$ cat src/hw/rtl/lcht_pkg.sv
package lcht_pkg;

  localparam int ENTRIES_DEF  = 32;
  localparam int KEY_BITS_DEF = 64;

  localparam int IN_KEY_W = 64;
  localparam int CAP_W    = 6;
  localparam int TIME_W   = 32;

  localparam logic [TIME_W-1:0] HIT_COST  = TIME_W'(1);
  localparam logic [TIME_W-1:0] MISS_COST = TIME_W'(5);

  typedef struct packed {
    logic                hit;
    logic                ev_valid;
    logic [IN_KEY_W-1:0] ev_key;
  } lookup_res_t;

endpackage

$ cat src/hw/rtl/lru_cache_hit_miss_timer.sv
// Channel   Handshake              Payload
// in        in_valid / in_ready    in_lookup_key
// out       out_valid / out_ready  out_hit, out_evicted_valid, out_evicted_key,
//                                  out_total_time
// cfg       cfg_valid / cfg_ready  cfg_capacity
//
// One item per cycle while out_ready is high, through the input and result registers.
// All entries are compared in parallel and reordered by one shift in the
// single stage between the input register and the result register.
// Reset is synchronous; it empties the cache, clears capacity and time.
// A stall holds the input register; in_ready is high while it is empty or can advance.
module lru_cache_hit_miss_timer #(
  parameter int ENTRIES  = lcht_pkg::ENTRIES_DEF,
  parameter int KEY_BITS = lcht_pkg::KEY_BITS_DEF
) (
  input  logic                          clk,
  input  logic                          rst_n,
  input  logic                          in_valid,
  output logic                          in_ready,
  input  logic [lcht_pkg::IN_KEY_W-1:0] in_lookup_key,
  output logic                          out_valid,
  input  logic                          out_ready,
  output logic                          out_hit,
  output logic                          out_evicted_valid,
  output logic [lcht_pkg::IN_KEY_W-1:0] out_evicted_key,
  output logic [lcht_pkg::TIME_W-1:0]   out_total_time,
  input  logic                          cfg_valid,
  output logic                          cfg_ready,
  input  logic [lcht_pkg::CAP_W-1:0]    cfg_capacity
);
  import lcht_pkg::*;

  logic                in_vld_r;
  logic [IN_KEY_W-1:0] in_key_r;
  logic                out_vld_r;
  logic                out_hit_r, out_ev_vld_r;
  logic [IN_KEY_W-1:0] out_ev_key_r;
  logic [TIME_W-1:0]   out_time_r;
  logic                adv, fire, cfg_we;
  lookup_res_t         res;
  logic [TIME_W-1:0]   sum_nxt;

  assign adv       = !out_vld_r || out_ready;
  assign fire      = in_vld_r && adv;
  assign in_ready  = !in_vld_r || adv;
  assign cfg_ready = 1'b1;
  assign cfg_we    = cfg_valid;

  lcht_store #(
    .ENTRIES  (ENTRIES),
    .KEY_BITS (KEY_BITS)
  ) u_store (
    .clk          (clk),
    .rst_n        (rst_n),
    .cfg_we       (cfg_we),
    .cfg_capacity (cfg_capacity),
    .fire         (fire),
    .lookup_key   (in_key_r),
    .res          (res)
  );

  lcht_timer u_timer (
    .clk     (clk),
    .rst_n   (rst_n),
    .fire    (fire),
    .hit     (res.hit),
    .sum_nxt (sum_nxt)
  );

  always_ff @(posedge clk) begin
    if (!rst_n) begin
      in_vld_r  <= 1'b0;
      out_vld_r <= 1'b0;
    end else begin
      if (in_ready) begin
        in_vld_r <= in_valid;
      end
      if (adv) begin
        out_vld_r <= in_vld_r;
      end
    end
  end

  always_ff @(posedge clk) begin
    if (in_ready && in_valid) begin
      in_key_r <= in_lookup_key;
    end
    if (fire) begin
      out_hit_r    <= res.hit;
      out_ev_vld_r <= res.ev_valid;
      out_ev_key_r <= res.ev_key;
      out_time_r   <= sum_nxt;
    end
  end

  assign out_valid         = out_vld_r;
  assign out_hit           = out_hit_r;
  assign out_evicted_valid = out_ev_vld_r;
  assign out_evicted_key   = out_ev_key_r;
  assign out_total_time    = out_time_r;

endmodule

$ cat src/hw/rtl/lcht_store.sv
module lcht_store #(
  parameter int ENTRIES  = 32,
  parameter int KEY_BITS = 64
) (
  input  logic                          clk,
  input  logic                          rst_n,
  input  logic                          cfg_we,
  input  logic [lcht_pkg::CAP_W-1:0]    cfg_capacity,
  input  logic                          fire,
  input  logic [lcht_pkg::IN_KEY_W-1:0] lookup_key,
  output lcht_pkg::lookup_res_t         res
);
  import lcht_pkg::*;

  localparam int OCC_W = $clog2(ENTRIES + 1);
  localparam int CMP_W = (OCC_W > CAP_W) ? OCC_W : CAP_W;

  logic [KEY_BITS-1:0] slot_r   [ENTRIES];
  logic [KEY_BITS-1:0] slot_nxt [ENTRIES];
  logic [OCC_W-1:0]    occ_r, occ_nxt;
  logic [CAP_W-1:0]    cap_r;
  logic [CMP_W-1:0]    cap_ext;
  logic [OCC_W-1:0]    cap_eff;
  logic [KEY_BITS-1:0] key;
  logic [ENTRIES-1:0]  match;
  logic [ENTRIES-1:0]  ge_pos;
  logic                hit, full, evict, ins_new;

  assign key     = lookup_key[KEY_BITS-1:0];
  assign cap_ext = CMP_W'(cap_r);
  assign cap_eff = (cap_ext > CMP_W'(ENTRIES)) ? OCC_W'(ENTRIES) : OCC_W'(cap_ext);
  assign hit     = |match;
  assign full    = (occ_r >= cap_eff);
  assign evict   = !hit && (cap_eff != '0) && full;
  assign ins_new = !hit && (cap_eff != '0) && !full;

  always_comb begin
    for (int i = 0; i < ENTRIES; i++) begin
      match[i]  = (OCC_W'(i) < occ_r) && (slot_r[i] == key);
      ge_pos[i] = |(match & ~({ENTRIES{1'b1}} << (i + 1)));
    end
  end

  for (genvar g = 0; g < ENTRIES; g++) begin : g_slot
    logic [KEY_BITS-1:0] src;
    logic                shift_en, key_en;

    if (g < ENTRIES - 1) begin : g_src
      assign src = slot_r[g+1];
    end else begin : g_last
      assign src = slot_r[g];
    end

    assign shift_en = (hit ? ge_pos[g] : evict) && (OCC_W'(g + 1) < occ_r);
    assign key_en   = ((hit || evict) && (OCC_W'(g + 1) == occ_r)) ||
                      (ins_new && (OCC_W'(g) == occ_r));

    always_comb begin
      slot_nxt[g] = slot_r[g];
      if (key_en) begin
        slot_nxt[g] = key;
      end else if (shift_en) begin
        slot_nxt[g] = src;
      end
    end

    always_ff @(posedge clk) begin
      if (fire) begin
        slot_r[g] <= slot_nxt[g];
      end
    end
  end

  always_comb begin
    occ_nxt = occ_r;
    if (cfg_we) begin
      occ_nxt = '0;
    end else if (fire && ins_new) begin
      occ_nxt = occ_r + OCC_W'(1);
    end
  end

  always_ff @(posedge clk) begin
    if (!rst_n) begin
      occ_r <= '0;
      cap_r <= '0;
    end else begin
      occ_r <= occ_nxt;
      if (cfg_we) begin
        cap_r <= cfg_capacity;
      end
    end
  end

  assign res.hit      = hit;
  assign res.ev_valid = evict;
  assign res.ev_key   = evict ? IN_KEY_W'(slot_r[0]) : '0;

endmodule

$ cat src/hw/rtl/lcht_timer.sv
module lcht_timer (
  input  logic                        clk,
  input  logic                        rst_n,
  input  logic                        fire,
  input  logic                        hit,
  output logic [lcht_pkg::TIME_W-1:0] sum_nxt
);
  import lcht_pkg::*;

  logic [TIME_W-1:0] sum_r;
  logic [TIME_W:0]   sum_wide;

  assign sum_wide = {1'b0, sum_r} + {1'b0, (hit ? HIT_COST : MISS_COST)};
  assign sum_nxt  = sum_wide[TIME_W] ? {TIME_W{1'b1}} : sum_wide[TIME_W-1:0];

  always_ff @(posedge clk) begin
    if (!rst_n) begin
      sum_r <= '0;
    end else if (fire) begin
      sum_r <= sum_nxt;
    end
  end

endmodule

$ cat config.mk
export PLATFORM = sky130hd
export DESIGN_NAME = lru_cache_hit_miss_timer
export DESIGN_NICKNAME = d
export VERILOG_FILES = /design/src/hw/rtl/lcht_pkg.sv /design/src/hw/rtl/lru_cache_hit_miss_timer.sv /design/src/hw/rtl/lcht_store.sv /design/src/hw/rtl/lcht_timer.sv
export SDC_FILE = /design/constraint.sdc
export NUM_CORES = 2
export LEC_CHECK = 0
export BUFFER_PORTS_ARGS = -buffer_cell sky130_fd_sc_hd__buf_4
export CELL_PAD_IN_SITES_DETAIL_PLACEMENT = 1
export CELL_PAD_IN_SITES_GLOBAL_PLACEMENT = 2
export CORE_ASPECT_RATIO = 0.6
export CORE_MARGIN = 10
export CORE_UTILIZATION = 47
export DETAILED_ROUTE_END_ITERATION = 12
export PLACE_DENSITY_LB_ADDON = 0.1
export REMOVE_ABC_BUFFERS = 1
export SYNTH_ARGS = -nofsm -noshare
export SYNTH_HDL_FRONTEND = slang
export SYNTH_SLANG_ARGS = --single-unit
$ cat constraint.sdc
create_clock -name clk -period 8.3 [get_ports clk]
set_input_delay 1.66 -clock clk [delete_from_list [all_inputs] [get_ports clk]]
set_output_delay 1.66 -clock clk [all_outputs]
set_load 0.02 [all_outputs]
* After elaboration in Yosys (flattened, before gate mapping)
Memories as Yosys holds them, arrays and structs flattened.
Index checks and enable logic that the tools add are counted.
** Storage, ports and cells
- Bits in registers :: 208
- Latch bits :: 0
- Memory bits (writable) :: 2048
- Bits in read-only memories :: 0
- Bits of input ports :: 75
- Output and inout bits :: 101
- Word-level logic and storage cells :: 417
- Memories :: 1
** Memory list
- u_store.slot_r :: words 32, bits a word 64, rd ports 32, clocked after memory_dff 0, wr ports 32, line lcht_store.sv:18 : logic [KEY_BITS-1:0] slot_r [ENTRIES];
** Cells by class
- $add $sub $neg :: 2
- Multiply operators :: 0
- Divide/modulo/power cells :: 0
- Order comparisons :: 34
- Equality and inequality tests :: 64
- Shift-type cells :: 0
- Muxes and demuxes :: 99
- Bitwise operators :: 1
- Reductions and logical operators :: 206
** Operators by type and width (count)
- 64-bit 2-to-1 mux :: 63
- 64-bit == test :: 32
- 1-bit logical AND :: 133
- 5-bit by 6-bit == test with 1-bit output, first input constant :: 16
- 5-bit by 6-bit less-than comparator with 1-bit output, first input constant :: 16
- 4-bit by 6-bit == test with 1-bit output, first input constant :: 8
- 4-bit by 6-bit less-than comparator with 1-bit output, first input constant :: 8
- 1-bit logical OR :: 35
- 32-bit by 32-bit adder with 33-bit output :: 1
- 1-bit 2-to-1 mux :: 33
- 32-bit 2-to-1 mux :: 1
- 32-bit OR reduction :: 1
- 31-bit OR reduction :: 1
- 30-bit OR reduction :: 1
- 29-bit OR reduction :: 1
- 28-bit OR reduction :: 1
- 27-bit OR reduction :: 1
- 26-bit OR reduction :: 1
- 25-bit OR reduction :: 1
- 3-bit by 6-bit == test with 1-bit output, first input constant :: 4
- 3-bit by 6-bit less-than comparator with 1-bit output, first input constant :: 4
- 24-bit OR reduction :: 1
- 23-bit OR reduction :: 1
- 22-bit OR reduction :: 1
- other kinds (34) :: 41

* Longest topological paths before layout
An unclocked memory read counts as a cell.
- Depth after elaboration :: 11
- Gate-level depth with buffers :: 25
- Depth with buffers taken out :: 21

* Cells and area by module
A second synthesis with hierarchy kept.
** Unflattened totals
- Cell total of the unflattened synthesis :: 8990
- Area, all modules :: 123951.4 um2
** Modules (own cells, without submodules)
- lcht_store :: instances 1, cells each 8519, area each 116755.7 um2, sequential area each 61739.2 um2
- lru_cache_hit_miss_timer :: instances 1, cells each 173, area each 4979.8 um2, sequential area each 4904.7 um2
- lcht_timer :: instances 1, cells each 298, area each 2215.9 um2, sequential area each 640.6 um2

* Least setup slack after synthesis
OpenSTA, ideal clock, no wires.
- Path kind :: input port to flip-flop
- Start point :: input port out_ready
- End point :: memory u_store.slot_r[3][0], in the netlist u_store.slot_r[0][192] (enable)
- Setup time :: 0.427 ns
- Arrival :: 6.670 ns
- Data required time :: 7.873 ns
- Slack :: 1.204 ns
- Cell stages on the path :: 6
- Buffers on the path :: 2
- Cell sequence :: nor2b_1 > nand2b_1 > clkbuf_1 > inv_1 > clkbuf_1 > o21a_1
** RTL lines
- start: declaration :: line lru_cache_hit_miss_timer.sv:22 : input logic out_ready,
- end: declaration :: line lcht_store.sv:18

* Worst setup path after layout
- Start point :: register in_key_r[62]
- End point :: register u_timer.sum_r[15]
** Between the ends
- Cells in the longest elaborated chain, start to end :: 6
- Elaborated cells between the ends (all ways) :: 68
- Classes of those cells :: add/sub (1); eq/ne (32); mux (2); reduce/logical (33)
** RTL lines
- start: declaration :: line lru_cache_hit_miss_timer.sv:34 : logic [IN_KEY_W-1:0] in_key_r;
- start signal: assignment :: line lru_cache_hit_miss_timer.sv:86 : in_key_r <= in_lookup_key;
- 64-bit == test :: line lcht_store.sv:39 : match[i] = (OCC_W'(i) < occ_r) && (slot_r[i] == key);
- 1-bit logical AND :: line lcht_store.sv:39
- 32-bit OR reduction (*) :: line lcht_store.sv:32 : assign hit = |match;
- 3-bit 2-to-1 mux (*) :: line lcht_timer.sv:13 : assign sum_wide = {1'b0, sum_r} + {1'b0, (hit ? HIT_COST : MISS_COST)};
- 32-bit by 32-bit adder with 33-bit output (*) :: line lcht_timer.sv:13
- 32-bit 2-to-1 mux (*) :: line lcht_timer.sv:14 : assign sum_nxt = sum_wide[TIME_W] ? {TIME_W{1'b1}} : sum_wide[TIME_W-1:0];
- end signal: assignment :: line lcht_timer.sv:20 : sum_r <= sum_nxt;
- end: declaration :: line lcht_timer.sv:10 : logic [TIME_W-1:0] sum_r;
Mark *: on every way between the ends. The rest lies on a longest branch, timed or not.
A chain may end at the register's enable or synchronous reset.

==> run_results.csv <==
group,metric,value,unit
finish,final_cells,12178,
global_routing,grt_pass1_vias,76571,
cts,clk_pin_slew,0.07,ns
synthesis,async_flop_share,0,%
synthesis,ys_ff_latch,2256,
setup_path,endpoint_kind,"flip-flop",
synthesis,yosys.cell_count.top_type,"edfxtp_1",
finish,finalCoreUtilization,52.4,%
synthesis,yosysSeqAreaShare,54.9,%
setup_path,cp.arrival,8.82,ns
synthesis,synth_top_area_cell,"edfxtp_1",
sta,drv_slew,4,
sta,setup_violations,0,
synthesis,ys.flop_type,"edfxtp_1",
run_status,status,"finished with violations",
placed_design,place_hpwl,394,mm
synthesis,synth_area,123000,um^2
floorplanning,die_x,679,um
sta,slew-limit-headroom,-8.21,%
setup_path,critical_path_class,"reg -> reg",
routing,wl_per_cell,44.3,um
synthesis,yosys.area.top_type_share,54.2,%
cts,cts_buffer_depth,4,
cts,root_buffer,"clkbuf_16",
global_routing,grt_max_degree,68,
placed_design,io_buffers,174,
job,maxCapViolations,1,
global_routing,grt_usage,36.8,%
global_routing,gr-total-overflow,0,
routing,routed_wl,540,mm
setup_path,crit_fanout,29,
cts,cts_tree,"yes",
placed_design,place_ws,0.450,ns
cts,cts-hold-fix-buffers,0,
placed_design,globalplace.congestion,0.975,
placed_design,dp_cells,11745,
synthesis,synth_edf_count,2210,
sta,hold_violations,0,
finish,drive_gt1_share,28.1,%
global_routing,grt_pass1_wl,715,mm
sta,skew,0.0561,ns
floorplanning,initial_core_util,47.2,%
power_and_ir_drop,finalPower,0.0255,W
synthesis,synth.distinct_cells,75,
sta,max_freq,0.125,GHz
cts,cts_made_buffers,231,
routing,first_iter_violations,15335,
synthesis,synthTopCellsByCount,"edfxtp_1, xnor2_1, mux2_2",
sta,worst_pin_slew,1.61,ns
synthesis,netlist_top_cells_area,"edfxtp_1, mux2_2, xnor2_1",
setup_path,cp.required,9.13,ns
run_status,violations,"capacitance limit, slew limit",
floorplanning,std_cell_rows,145,
setup_path,worstSetupStartpointType,"flip-flop",
sta,hold_slack,0.493,ns
floorplanning,fp.coreArea,260000,um^2
finish,fin_nets,8611,
cts,insertion_delay,0.93,ns
sta,fin_crit,7.99,ns
worst_hold_path,hp-class,"reg -> reg",
sta,setup_slack,0.311,ns
routing,postRouteAntennaNets,0,
sta,rsz0062_at_grt,"no",
finish,syn_to_final_growth,11.2,%
power_and_ir_drop,powerDensity,187,nW/um^2
cts,clock_sinks,2256,
power_and_ir_drop,ir_drop,0.000159,V
floorplanning,design.die.area,282000,um^2
global_routing,antenna_found_initial,69,
cts,cts_max_level,4,
synthesis,yosys_warnings,0,
power_and_ir_drop,p_leak,46.2,nW
sta,finalCritPeriodShare,96.3,%
floorplanning,die_h,415,um
synthesis,avgSynthCellArea,14.5,um^2
routing,dr.pass1.iters,8,
synthesis,syn_inst,8436,
routing,viasPerCell,6.66,
routing,vias,81047,
floorplanning,pin_count,176,
routing,route.detailed.drc,0,
worst paths after layout:
kind	start	endpoint	slack [ns]	depth (start not counted)
max	in_key_r[62]	u_timer.sum_r[15]	0.31	20
min	u_timer.sum_r[5]	u_timer.sum_r[5]	0.49	2
max reg2reg	in_key_r[62]	u_timer.sum_r[15]	0.31	20
min reg2reg	u_timer.sum_r[5]	u_timer.sum_r[5]	0.49	2
critical path: stages (launching register included):
cell      delay (ns)
edfxtp_1        0.83
buf_4           0.54
xor2_1          0.15
nor4_2          0.62
nand4_1         0.39
or4_1           0.63
o22ai_1         0.28
and4b_1         0.36
nand3_2         0.20
nor2_4          0.09
ha_1            0.36
a21oi_1         0.19
or4_1           0.50
nor3_2          0.16
and3_1          0.48
nand4_1         0.28
or3_1           0.63
buf_4           0.33
nand2_1         0.35
o21ai_0         0.20
a21oi_1         0.19
what timing repair did:
action | in CTS | in global routing
setup endpoints to repair | 0 | 1
resized for setup | 0 | 2
setup buffers | 0 | 0
layer usage:
metal	vias up	track usage (%)	part of all wire (%)
met2	5821	43.9	36
met3	550	16.5	16
met1	43208	59.0	46
met4	34	6.71	2.0
met5	-	0	0.043
li1	31434	-	-
kinds of logic after synthesis:
group	count (synthesis)	share of synthesized area (%)
and+or+nand+nor	1101	5.24
muxes	1994	19.7
adders and majority gates	12	0.123
buffers and inverters	778	4.05
xor gates and xnor gates	2042	14.6
other	1	0.00306
AOI/OAI and AO/OA	252	1.39
DFF	2256	54.9
flip-flops by register name (all words and copies together), names as in the netlist:
signal	cells
u_store.cap_ext	6
u_store.occ_r	6
out_evicted_key	64
out_hit	1
in_key_r	64
out_evicted_valid	1
u_store.slot_r	2048
in_vld_r	1
out_total_time	32
u_timer.sum_r	32
out_valid	1
cell type report:
| class | instances | area, um^2 |
|---|---|---|
| repair buffers | 586 | 5780 |
| clock inverters | 125 | 1260 |
| diodes | 15 | 37.5 |
| fillers | 24637 | 124000 |
| multi-input cells | 5402 | 51100 |
| well taps | 3454 | 4320 |
| flip-flops and latches | 2256 | 67300 |
| clock buffers | 293 | 6200 |
| inverters | 47 | 179 |
through the flow:
stage | instance area [um^2] | TNS (ns)
finish | 136000 | 0
CTS | 136000 | 0
global placement | 129000 | 0
floorplan | 118000 | -9821.91
detailed placement | 129000 | 0
global route | 136000 | 0
where the power goes:
| part | switching [W] | internal [W] | total, W |
|---|---|---|---|
| Combinational | 0.00147 | 0.000605 | 0.00207 |
| Clock | 0.00487 | 0.00605 | 0.0109 |
| Sequential | 0.0000762 | 0.0124 | 0.0125 |
| Total | 0.00642 | 0.0191 | 0.0255 |
layout by cell type, fill, tap and decap left out, drive strengths merged, types with 15 or more instances in the layout:
master / netlist / final
xnor2: 1221 / 1221
nand4: 349 / 349
nor2: 87 / 87
dfxtp: 46 / 46
diode: 0 / 15
nand2: 101 / 101
and2: 16 / 16
o22ai: 17 / 17
o21ai: 36 / 36
mux2: 1982 / 1982
nor4: 268 / 268
inv: 47 / 51
a32oi: 26 / 26
bufinv: 0 / 26
buf: 496 / 586
clkinv: 0 / 90
nor2b: 15 / 15
a21oi: 69 / 69
clkbuf: 235 / 293
edfxtp: 2210 / 2210
nand3: 64 / 64
xor2: 821 / 821
and3: 80 / 80
nor3: 52 / 52
(Power assumes the default switching activity.)
